[config.mk]
export PLATFORM = sky130hd
export DESIGN_NAME = text_command_light_controller
export DESIGN_NICKNAME = d
export VERILOG_FILES = /design/src/rtl/core/tcl_pkg.sv /design/src/rtl/core/tcl_char_cell.sv /design/src/rtl/core/tcl_phrase_window.sv /design/src/rtl/core/text_command_light_controller.sv
export SDC_FILE = /design/constraint.sdc
export NUM_CORES = 1
export LEC_CHECK = 0
export ABC_CLOCK_PERIOD_IN_PS = 3200
export BUFFER_PORTS_ARGS = -buffer_cell sky130_fd_sc_hd__buf_2
export CAP_MARGIN = 20
export CORE_MARGIN = 2
export CORE_UTILIZATION = 50
export CTS_CLUSTER_SIZE = 28
export DETAILED_ROUTE_END_ITERATION = 10
export PLACE_DENSITY = 0.78
export SLEW_MARGIN = 15
export SYNTH_ARGS = -nofsm -noshare
export SYNTH_HDL_FRONTEND = slang
export SYNTH_SLANG_ARGS = --single-unit
[constraint.sdc]
create_clock -name aclk -period 3.2 [get_ports aclk]
set_input_delay 0.32 -clock aclk [delete_from_list [all_inputs] [get_ports aclk]]
set_output_delay 0.32 -clock aclk [all_outputs]
set_load 0.02 [all_outputs]
[src/rtl/core/tcl_pkg.sv]
`timescale 1ns / 1ps
// ----------------------------------------------------------------------------
// tcl_pkg
// Shared types and constants of the text command light controller.
// ----------------------------------------------------------------------------
package tcl_pkg;

    localparam int unsigned WINDOW      = 14;
    localparam int unsigned NUM_PHRASES = 9;
    localparam int unsigned NUM_LIGHTS  = 3;
    localparam int unsigned THR_W       = 11;
    localparam int unsigned SAMPLE_W    = 10;

    localparam logic [THR_W-1:0] THRESHOLD_RESET = 11'd308;

    localparam logic [7:0] CHAR_CR   = 8'h0D;
    localparam logic [7:0] CHAR_LF   = 8'h0A;
    localparam logic [7:0] CHAR_NUL  = 8'h00;
    localparam logic [7:0] CASE_STEP = 8'h20;

    localparam logic [1:0] OUTCOME_NONE    = 2'd0;
    localparam logic [1:0] OUTCOME_RECOG   = 2'd1;
    localparam logic [1:0] OUTCOME_UNKNOWN = 2'd2;

    localparam logic [0:0] ACTION_BYTE   = 1'b0;
    localparam logic [0:0] ACTION_SAMPLE = 1'b1;

    // Phrase indices, highest priority first
    localparam logic [3:0] PH_ALL_ON   = 4'd0;
    localparam logic [3:0] PH_ALL_OFF  = 4'd1;
    localparam logic [3:0] PH_L1_ON    = 4'd2;
    localparam logic [3:0] PH_L1_OFF   = 4'd3;
    localparam logic [3:0] PH_L2_ON    = 4'd4;
    localparam logic [3:0] PH_L2_OFF   = 4'd5;
    localparam logic [3:0] PH_L3_ON    = 4'd6;
    localparam logic [3:0] PH_L3_OFF   = 4'd7;
    localparam logic [3:0] PH_LDR_ON   = 4'd8;

    // Right-justified: byte j of an entry is the character j places back
    // from the newest one.
    localparam logic [WINDOW*8-1:0] PHRASE_STR [NUM_PHRASES] = '{
        "all lights on", "all lights off",
        "light 1 on", "light 1 off",
        "light 2 on", "light 2 off",
        "light 3 on", "light 3 off",
        "ldr on"
    };
    localparam int unsigned PHRASE_LEN [NUM_PHRASES] = '{
        13, 14, 10, 11, 10, 11, 10, 11, 6
    };

    typedef struct packed {
        logic [0:0] action;
        logic [7:0] rx_byte;
        logic [9:0] light_sample;
    } in_item_t;

    typedef struct packed {
        logic [2:0] lights;
        logic [2:0] manual_mask;
        logic [1:0] line_outcome;
    } out_item_t;

    typedef struct packed {
        logic shift;
        logic clear;
    } cell_ctrl_t;

endpackage

[src/rtl/core/tcl_char_cell.sv]
`timescale 1ns / 1ps
// ----------------------------------------------------------------------------
// tcl_char_cell
// One character slot of the search window; hands its byte on when shifted.
// ----------------------------------------------------------------------------
module tcl_char_cell (
    input  logic               aclk,
    input  logic               aresetn,
    input  tcl_pkg::cell_ctrl_t ctrl,
    input  logic [7:0]         char_in,
    output logic [7:0]         char_out
);

    logic [7:0] char_reg;
    logic [7:0] char_next;

    always_comb begin
        char_next = char_reg;
        if (ctrl.clear) begin
            char_next = tcl_pkg::CHAR_NUL;
        end else if (ctrl.shift) begin
            char_next = char_in;
        end
    end

    always_ff @(posedge aclk) begin
        if (!aresetn) begin
            char_reg <= tcl_pkg::CHAR_NUL;
        end else begin
            char_reg <= char_next;
        end
    end

    assign char_out = char_reg;

endmodule

[src/rtl/core/tcl_phrase_window.sv]
`timescale 1ns / 1ps
// ----------------------------------------------------------------------------
// tcl_phrase_window
// Chain of character cells plus the fixed-phrase comparators on the window
// as it will stand after the incoming character is shifted in.
// ----------------------------------------------------------------------------
module tcl_phrase_window (
    input  logic                                aclk,
    input  logic                                aresetn,
    input  tcl_pkg::cell_ctrl_t                 ctrl,
    input  logic [7:0]                          char_in,
    output logic [tcl_pkg::NUM_PHRASES-1:0]     hits
);

    localparam int unsigned NumCells = tcl_pkg::WINDOW - 1;

    // Only WINDOW-1 cells are kept: the oldest slot of the window after a
    // shift is the old content of the last cell here.
    logic [7:0] cell_q   [NumCells];
    logic [7:0] win_next [tcl_pkg::WINDOW];

    genvar k;
    generate
        for (k = 0; k < NumCells; k++) begin : g_cell
            if (k == 0) begin : g_head
                tcl_char_cell u_cell (
                    .aclk     (aclk),
                    .aresetn  (aresetn),
                    .ctrl     (ctrl),
                    .char_in  (char_in),
                    .char_out (cell_q[k])
                );
            end else begin : g_body
                tcl_char_cell u_cell (
                    .aclk     (aclk),
                    .aresetn  (aresetn),
                    .ctrl     (ctrl),
                    .char_in  (cell_q[k-1]),
                    .char_out (cell_q[k])
                );
            end
        end
    endgenerate

    always_comb begin
        win_next[0] = char_in;
        for (int j = 1; j < tcl_pkg::WINDOW; j++) begin
            win_next[j] = cell_q[j-1];
        end
    end

    always_comb begin
        for (int p = 0; p < tcl_pkg::NUM_PHRASES; p++) begin
            hits[p] = 1'b1;
            for (int j = 0; j < tcl_pkg::WINDOW; j++) begin
                if (j < tcl_pkg::PHRASE_LEN[p] &&
                    win_next[j] != tcl_pkg::PHRASE_STR[p][8*j +: 8]) begin
                    hits[p] = 1'b0;
                end
            end
        end
    end

endmodule

[src/rtl/core/text_command_light_controller.sv]
`timescale 1ns / 1ps
// ----------------------------------------------------------------------------
// text_command_light_controller
// Gathers serial bytes into command lines, searches them for fixed phrases
// and drives three lights with manual override and dark-following.
// ----------------------------------------------------------------------------
//  channel   | ports                        | moves
//  ----------+------------------------------+---------------------------------
//  input     | s_valid s_ready s_data       | serial byte or light sample
//  result    | m_valid m_ready m_data       | lights, overrides, line outcome
//  config    | cfg_valid cfg_ready cfg_data | dark threshold (always ready)
//
//  One item per cycle while s_ready is high: each transfer updates all
//  line and light state, the phrase compare running on the cell chain as
//  the byte shifts in. A result is registered into the output register.
//  Two result slots (output register and skid) so s_ready only drops after
//  two results have stalled. No clearing pass after reset.
// ----------------------------------------------------------------------------
module text_command_light_controller #(
    parameter int unsigned LINE_CAPACITY = 32
) (
    input  logic                              aclk,
    input  logic                              aresetn,
    input  logic                              s_valid,
    output logic                              s_ready,
    input  tcl_pkg::in_item_t                 s_data,
    output logic                              m_valid,
    input  logic                              m_ready,
    output tcl_pkg::out_item_t                m_data,
    input  logic                              cfg_valid,
    output logic                              cfg_ready,
    input  logic [tcl_pkg::THR_W-1:0]         cfg_data
);

    localparam int unsigned CountW = $clog2(LINE_CAPACITY);
    localparam logic [CountW-1:0] CountMax = CountW'(LINE_CAPACITY - 1);

    logic [tcl_pkg::THR_W-1:0]       thr_reg;
    logic [2:0]                      light_reg, light_next;
    logic [2:0]                      manual_reg, manual_next;
    logic                            dark_reg, dark_next;
    logic [CountW-1:0]               count_reg, count_next;
    logic                            ended_reg, ended_next;
    logic [tcl_pkg::NUM_PHRASES-1:0] seen_reg, seen_next;

    tcl_pkg::out_item_t out_reg, skid_reg, result;
    logic               out_valid_reg, skid_valid_reg;

    logic                            s_fire, m_fire;
    logic                            is_byte, is_eol, finish, store, push;
    logic [7:0]                      folded;
    logic [tcl_pkg::NUM_PHRASES-1:0] hits;
    logic [3:0]                      hit_idx;
    logic                            hit_found;
    logic [2:0]                      lit_cmd;
    tcl_pkg::cell_ctrl_t             cell_ctrl;

    assign s_ready   = !skid_valid_reg;
    assign s_fire    = s_valid && s_ready;
    assign m_valid   = out_valid_reg;
    assign m_data    = out_reg;
    assign m_fire    = out_valid_reg && m_ready;
    assign cfg_ready = 1'b1;

    // Item decode
    always_comb begin
        folded = s_data.rx_byte;
        if (s_data.rx_byte inside {["A":"Z"]}) begin
            folded = s_data.rx_byte + tcl_pkg::CASE_STEP;
        end
        is_byte = (s_data.action == tcl_pkg::ACTION_BYTE);
        is_eol  = is_byte && (s_data.rx_byte == tcl_pkg::CHAR_CR ||
                              s_data.rx_byte == tcl_pkg::CHAR_LF);
        finish  = is_eol && (count_reg != '0);
        store   = is_byte && !is_eol && (count_reg != CountMax);
        push    = store && !ended_reg && (s_data.rx_byte != tcl_pkg::CHAR_NUL);
    end

    assign cell_ctrl.shift = s_fire && push;
    assign cell_ctrl.clear = s_fire && finish;

    tcl_phrase_window u_window (
        .aclk    (aclk),
        .aresetn (aresetn),
        .ctrl    (cell_ctrl),
        .char_in (folded),
        .hits    (hits)
    );

    // First phrase seen, in priority order
    always_comb begin
        hit_idx = tcl_pkg::PH_LDR_ON;
        for (int p = tcl_pkg::NUM_PHRASES - 1; p >= 0; p--) begin
            if (seen_reg[p]) begin
                hit_idx = 4'(p);
            end
        end
        hit_found = |seen_reg;
    end

    always_comb begin
        count_next  = count_reg;
        ended_next  = ended_reg;
        seen_next   = seen_reg;
        dark_next   = dark_reg;
        manual_next = manual_reg;
        lit_cmd     = light_reg;
        result      = '0;

        if (s_data.action == tcl_pkg::ACTION_SAMPLE) begin
            dark_next = ({1'b0, s_data.light_sample} < thr_reg);
        end
        if (store) begin
            count_next = count_reg + 1'b1;
            if (!ended_reg && s_data.rx_byte == tcl_pkg::CHAR_NUL) begin
                ended_next = 1'b1;
            end
        end
        if (push) begin
            seen_next = seen_reg | hits;
        end
        if (finish) begin
            count_next = '0;
            ended_next = 1'b0;
            seen_next  = '0;
            if (hit_found) begin
                case (hit_idx)
                    tcl_pkg::PH_ALL_ON: begin
                        lit_cmd = 3'b111; manual_next = 3'b111;
                    end
                    tcl_pkg::PH_ALL_OFF: begin
                        lit_cmd = 3'b000; manual_next = 3'b111;
                    end
                    tcl_pkg::PH_L1_ON: begin
                        lit_cmd = light_reg | 3'b001; manual_next = manual_reg | 3'b001;
                    end
                    tcl_pkg::PH_L1_OFF: begin
                        lit_cmd = light_reg & 3'b110; manual_next = manual_reg | 3'b001;
                    end
                    tcl_pkg::PH_L2_ON: begin
                        lit_cmd = light_reg | 3'b010; manual_next = manual_reg | 3'b010;
                    end
                    tcl_pkg::PH_L2_OFF: begin
                        lit_cmd = light_reg & 3'b101; manual_next = manual_reg | 3'b010;
                    end
                    tcl_pkg::PH_L3_ON: begin
                        lit_cmd = light_reg | 3'b100; manual_next = manual_reg | 3'b100;
                    end
                    tcl_pkg::PH_L3_OFF: begin
                        lit_cmd = light_reg & 3'b011; manual_next = manual_reg | 3'b100;
                    end
                    default: begin
                        manual_next = '0;
                    end
                endcase
                result.line_outcome = tcl_pkg::OUTCOME_RECOG;
            end else begin
                result.line_outcome = tcl_pkg::OUTCOME_UNKNOWN;
            end
        end else begin
            result.line_outcome = tcl_pkg::OUTCOME_NONE;
        end

        // lights without override follow the dark flag
        light_next = (lit_cmd & manual_next) | ({3{dark_next}} & ~manual_next);
        result.lights      = light_next;
        result.manual_mask = manual_next;
    end

    always_ff @(posedge aclk) begin
        if (!aresetn) begin
            thr_reg    <= tcl_pkg::THRESHOLD_RESET;
            light_reg  <= '0;
            manual_reg <= '0;
            dark_reg   <= 1'b1;
            count_reg  <= '0;
            ended_reg  <= 1'b0;
            seen_reg   <= '0;
        end else begin
            if (cfg_valid && cfg_ready) begin
                thr_reg <= cfg_data;
            end
            if (s_fire) begin
                light_reg  <= light_next;
                manual_reg <= manual_next;
                dark_reg   <= dark_next;
                count_reg  <= count_next;
                ended_reg  <= ended_next;
                seen_reg   <= seen_next;
            end
        end
    end

    // Result register with skid slot
    always_ff @(posedge aclk) begin
        if (!aresetn) begin
            out_valid_reg  <= 1'b0;
            skid_valid_reg <= 1'b0;
        end else if (!out_valid_reg || m_fire) begin
            if (skid_valid_reg) begin
                out_valid_reg  <= 1'b1;
                skid_valid_reg <= 1'b0;
            end else begin
                out_valid_reg <= s_fire;
            end
        end else if (s_fire) begin
            skid_valid_reg <= 1'b1;
        end
    end

    always_ff @(posedge aclk) begin
        if (!out_valid_reg || m_fire) begin
            if (skid_valid_reg) begin
                out_reg <= skid_reg;
            end else if (s_fire) begin
                out_reg <= result;
            end
        end else if (s_fire) begin
            skid_reg <= result;
        end
    end

endmodule

# == Yosys cells after proc, flatten, opt, wreduce, memory -nomap -nowiden ==
# Cells that the tools add are included.
# totals
regBits,155
latchBits,0
ramBits,0
rom_bits,0
inputBits,35
out_inout_bits,11
elab_cells,230
n_memories,0
# classes
n_addsub,2
mul,0
div_mod_pow,0
n_lt_le_gt_ge,3
n_eq_ne,51
shifts,0
muxes,100
n_bitwise,8
reduce_logical,38
# op_table
operator,count
"8-bit by 7-bit inequality test with 1-bit output, second input constant",29
"8-bit by 6-bit inequality test with 1-bit output, second input constant",12
1-bit 2-to-1 mux,77
4-bit 2-to-1 mux,8
8-bit 2-to-1 mux,3
3-bit case mux with 8 select lines,1
9-bit 2-to-1 mux,2
"4-bit by 3-bit equality test with 1-bit output, second input constant",4
"8-bit by 4-bit equality test with 1-bit output, second input constant",2
1-bit logical AND,12
3-bit 2-to-1 mux,4
3-bit case mux with 4 select lines,1
2-bit OR reduction,6
10-bit by 11-bit less-than comparator with 1-bit output,1
5-bit 2-to-1 mux,2
9-bit bitwise OR,1
9-bit OR reduction,1
"8-bit by 6-bit adder with 8-bit output, second input constant",1
"4-bit by 2-bit equality test with 1-bit output, second input constant",2
"8-bit by 7-bit greater-or-equal comparator with 1-bit output, second input constant",1
"8-bit by 7-bit less-or-equal comparator with 1-bit output, second input constant",1
8-bit logical NOT,1
2-bit AND reduction,4
2-bit nonzero test,4
14 further kinds,22

# == Logic depth before layout (Yosys ltp) ==
# logic_depth
ltp_word,21
ltp_mapped,9

# == Hierarchy ==
# A second synthesis with hierarchy kept.
# unflattened
hier_cells,718
hier_area_um2,7064.3
# by_module_without_submodules
module,n_inst,cells_each,area_each_um2,seq_area_each_um2
tcl_char_cell,13,27,292.8,160.2
text_command_light_controller,1,281,2638.8,1181.1
tcl_phrase_window,1,86,619.3,0.0

# == Worst setup path before layout ==
# No wires, ideal clock.
# synth_timing
path_kind,register to register
from,register count_reg[0]
to,register seen_reg[3] in the netlist's numbering
setup_ns,0.084
arrival_ns,2.703
required_ns,3.116
path_slack_ns,0.413
path_stages_with_launch,9
path_buffers,0
path_cell_list,dfxtp_1 ha_1 and3_1 ha_1 or4_4 a21o_1 or4b_4 or3b_4 o31ai_2
# synth_via
elab_chain_cells,6
elab_cells_between_ends,9
# synth_rtl
element,line_no,rtl
"start, declared",text_command_light_controller.sv:42,"logic [CountW-1:0] count_reg, count_next;"
"start signal, assigned",text_command_light_controller.sv:187,count_reg <= count_next;
5-bit inequality test,text_command_light_controller.sv:75,store = is_byte && !is_eol && (count_reg != CountMax);
1-bit logical AND,text_command_light_controller.sv:75,
1-bit logical AND (2 in series),text_command_light_controller.sv:76,push = store && !ended_reg && (s_data.rx_byte != tcl_pkg::CHAR_NUL);
2-bit nonzero test (no line),n/a,
2-bit AND reduction (no line),n/a,
"end signal, assigned",text_command_light_controller.sv:189,seen_reg <= seen_next;
"end, declared",text_command_light_controller.sv:44,"logic [tcl_pkg::NUM_PHRASES-1:0] seen_reg, seen_next;"
# Several ways; a longest one is shown, not always the timed one.
# A chain may end at the register's enable or synchronous reset.

# == Worst setup path in the final report ==
# Same ends and word-level chain as after synthesis.

==> metrics.sh <==
CORE_AREA_UM2=13300
HOLD_BUFFERS=0
CLOCKROOTBUFFER='clkbuf_16'
CTS_BUFFER_DEPTH=2
INITIAL_UTILIZATION_PCT=51.3
RSZ_0062_RAISED_AFTER_GLOBAL_ROUTING='false'
FP-ROW-COUNT=42
MAX-CAP-VIOLATIONS=0
SYNTH.YOSYS.WARNINGS=0
TIMING_HOLD_VIOLATIONS_FINAL=0
PIN_COUNT=46
FINALWIRELENGTH_UM=15200
TIMING.CRITICAL_PATH.FROM_TYPE='flip-flop'
FLOORPLAN.DIE_AREA_UM2=14600
SYNTH_MOST_COMMON_CELL='nand2_1'
MAX_SLEW_MARGIN_PCT=31.3
YS_SEQ_AREA_SHARE_PCT=47.8
WORST_SETUP_PATH_END_KIND='flip-flop'
ROUTEDWLPERCELL_UM=14.6
POST_SYNTH_INSTANCE_AREA_UM2=6820
TIMING.CLOCK.SKEW_NS=0.00859
LARGEST_REGISTER_FF_COUNT=96
SYNTH-EDFF-COUNT=16
FIN_WORST_HOLD_SLACK_NS=0.117
FINALWEIGHTEDCONGESTION=0.868
DRT-INITIAL-DRC-COUNT=395
ANTENNA_FOUND_INITIAL=0
TYPE_OF_THE_MOST_CRITICAL_HOLD_PATH='in2reg'
LAYOUT.FILLER_CELLS=1213
NETLIST_TOP_CELLS_COUNT='nand2_1 (230), dfxtp_1 (139), a21oi_1 (112)'
POST_DRT_VIA_CELL_RATIO=5.68
RUN_STATUS='completed'
FINALSETUPTNS_NS=0
VIAS=5908
GRT_START_MAX_NET_PINS=106
TIMING.FINAL.MAX_SLEW_VIOLATIONS=0
FINAL.PERIOD_UTILIZATION_PCT=91.2
PORT_BUFFERS=44
SYNTH-SEQ-CELLS=155
DOMINANTREGCELLSYNTH='dfxtp_1'
GRT_PASS1_WL_UM=25200
SYN2LAYOUT_AREA_GROWTH_PCT=14.4
GRT_USAGE_PCT=21.5
FMAX_MHz=343
PLACE_HPWL_UM=10300
CHIP_WIDTH_UM=121
SYNTH.AREA.TOP_CELLS='dfxtp_1 (41%), nand2_1 (13%), a21oi_1 (8.2%)'
CTS_INSERTED_BUFFERS=17
CLKLATENCYLATEPIN_NS=0.42
CRIT_REQUIRED_NS=3.54
DETAIL-ROUTE-ANTENNA-NETS=0
FF_LATCH_AREA_UM2=3260
GRT_REMAINING_OVERFLOW=0
WORST-SLEW-PIN-TRANSITION_NS=1.03
ANTENNA_CELLS=0
POWER.STATIC_LEAKAGE_uW=0.00268
CTS_RESIZED=0
LAYOUT-DRIVE-GT1-SHARE_PCT=13.1
SYNTH_CELL_TYPES=70
CTSHTREEMAXLEVEL=4
CP_MAX_FO=4
DRCVIOLATIONCOUNT=0
IRDROPWORSTVDD_mV=0.379
SYNTHARSTFLOPSHARE_PCT=0
POWER_PER_CELL_AREA_nW_PER_UM2=549
MULTI_INPUT_AREA_UM2=3300
CLOCK-SINKS=155
SYNTHESIS.INSTANCES=821
CTS_SETUP_BUFFERS=0
POSTSYNTHNETCOUNT=869
POST_SYNTH_TOP_AREA_SHARE_PCT=40.8
GRT_PASS1_VIAS=5317
PATH_CLK_SLEW_NS=0.06
NNETSFINAL=900
CTS_TREE='done'
CRIT_TYPE='reg2reg'
SYNTH_TOP_CELL_BY_AREA='dfxtp_1'
WORSTPATHARRIVAL_NS=3.26
DIE_HEIGHT_UM=121
DRT_PRE_ANTENNA_ITERS=6
SYNTH.AVG_CELL_AREA_UM2=8.31
FINAL_SETUP_VIOLATION_COUNT=0
MIN_PERIOD_NS=2.92
-- where the power goes --
part	switching (uW)	total, uW	internal, uW
registers	20.3	2020	2000
clock network	769	1970	1200
logic	194	297	103
-- worst paths after layout --
check	startpoint	endpoint	slack, ns	cells after the start
min reg2reg	u_window.g_cell[12].g_body.u_cell.char_out[0]$_SDFFE_PP0P_	u_window.g_cell[12].g_body.u_cell.char_out[0]$_SDFFE_PP0P_	0.46	2
max	count_reg[0]$_SDFFE_PN0P_	seen_reg[3]$_SDFFE_PN0P_	0.28	8
min	cfg_data[5]	thr_reg[5]$_SDFFE_PN1P_	0.12	3
max reg2reg	count_reg[0]$_SDFFE_PN0P_	seen_reg[3]$_SDFFE_PN0P_	0.28	8
-- logic make-up after synthesis --
family	count (synthesis)	share of synthesized area [%]
simple gates	402	28.2
flops	155	47.8
other cells	1	0.0550
fa+ha+maj	13	2.38
compound gates	168	14.9
buf+inv	66	4.27
xor+xnor	3	0.385
mux	13	1.98
-- cells in the final DEF, fill, tap and decap left out, types with 16 or more instances in the layout --
master       n
nand2_1    230
nand3_1     18
edfxtp_1    16
inv_1       20
nor2_1      44
nor3_1      16
a21oi_1    111
clkbuf_16   18
dfxtp_1    139
buf_2       44
-- stage by stage --
stage | cell area, um^2 | instances | setup WS [ns] | util, % | power, uW
floorplan | 6820 | 821 | 0.413 | - | 2260
global placement | 7210 | 1009 | 0.353 | 54.3 | 2360
detailed placement | 7210 | 1009 | 0.295 | 54.3 | 2360
CTS | 7810 | 1041 | 0.269 | 58.7 | 4320
global route | 7810 | 1041 | 0.120 | 58.7 | 4450
finish | 7810 | 1041 | 0.281 | 58.7 | 4290
-- worst max-delay path, stage by stage (launching register included) --
cell and delay (ns):
dfxtp_1 0.34, ha_1 0.22, and3_1 0.18, ha_1 0.20, or4_4 0.53, a21o_4 0.21
or4b_4 0.53, or3b_4 0.40, o31ai_2 0.22
-- area by class of cell --
cell class,count,share of cell area [%]
Clock inverter,9,1.09
Inverter,21,1.01
Multi-Input combinational cell,600,42.2
Timing Repair Buffer,57,4.55
Tap cell,176,2.82
Sequential cell,155,41.8
Clock buffer,23,6.52
-- routing by layer --
metal	share of wire, %	wire length (um)	global-route usage (%)
met3	4.5	682	5.24
met1	45	6810	28.1
met4	2.1	314	7.27
met2	49	7360	35.0
met5	0	0	0
No activity file was read; power rests on OpenSTA's default activity.
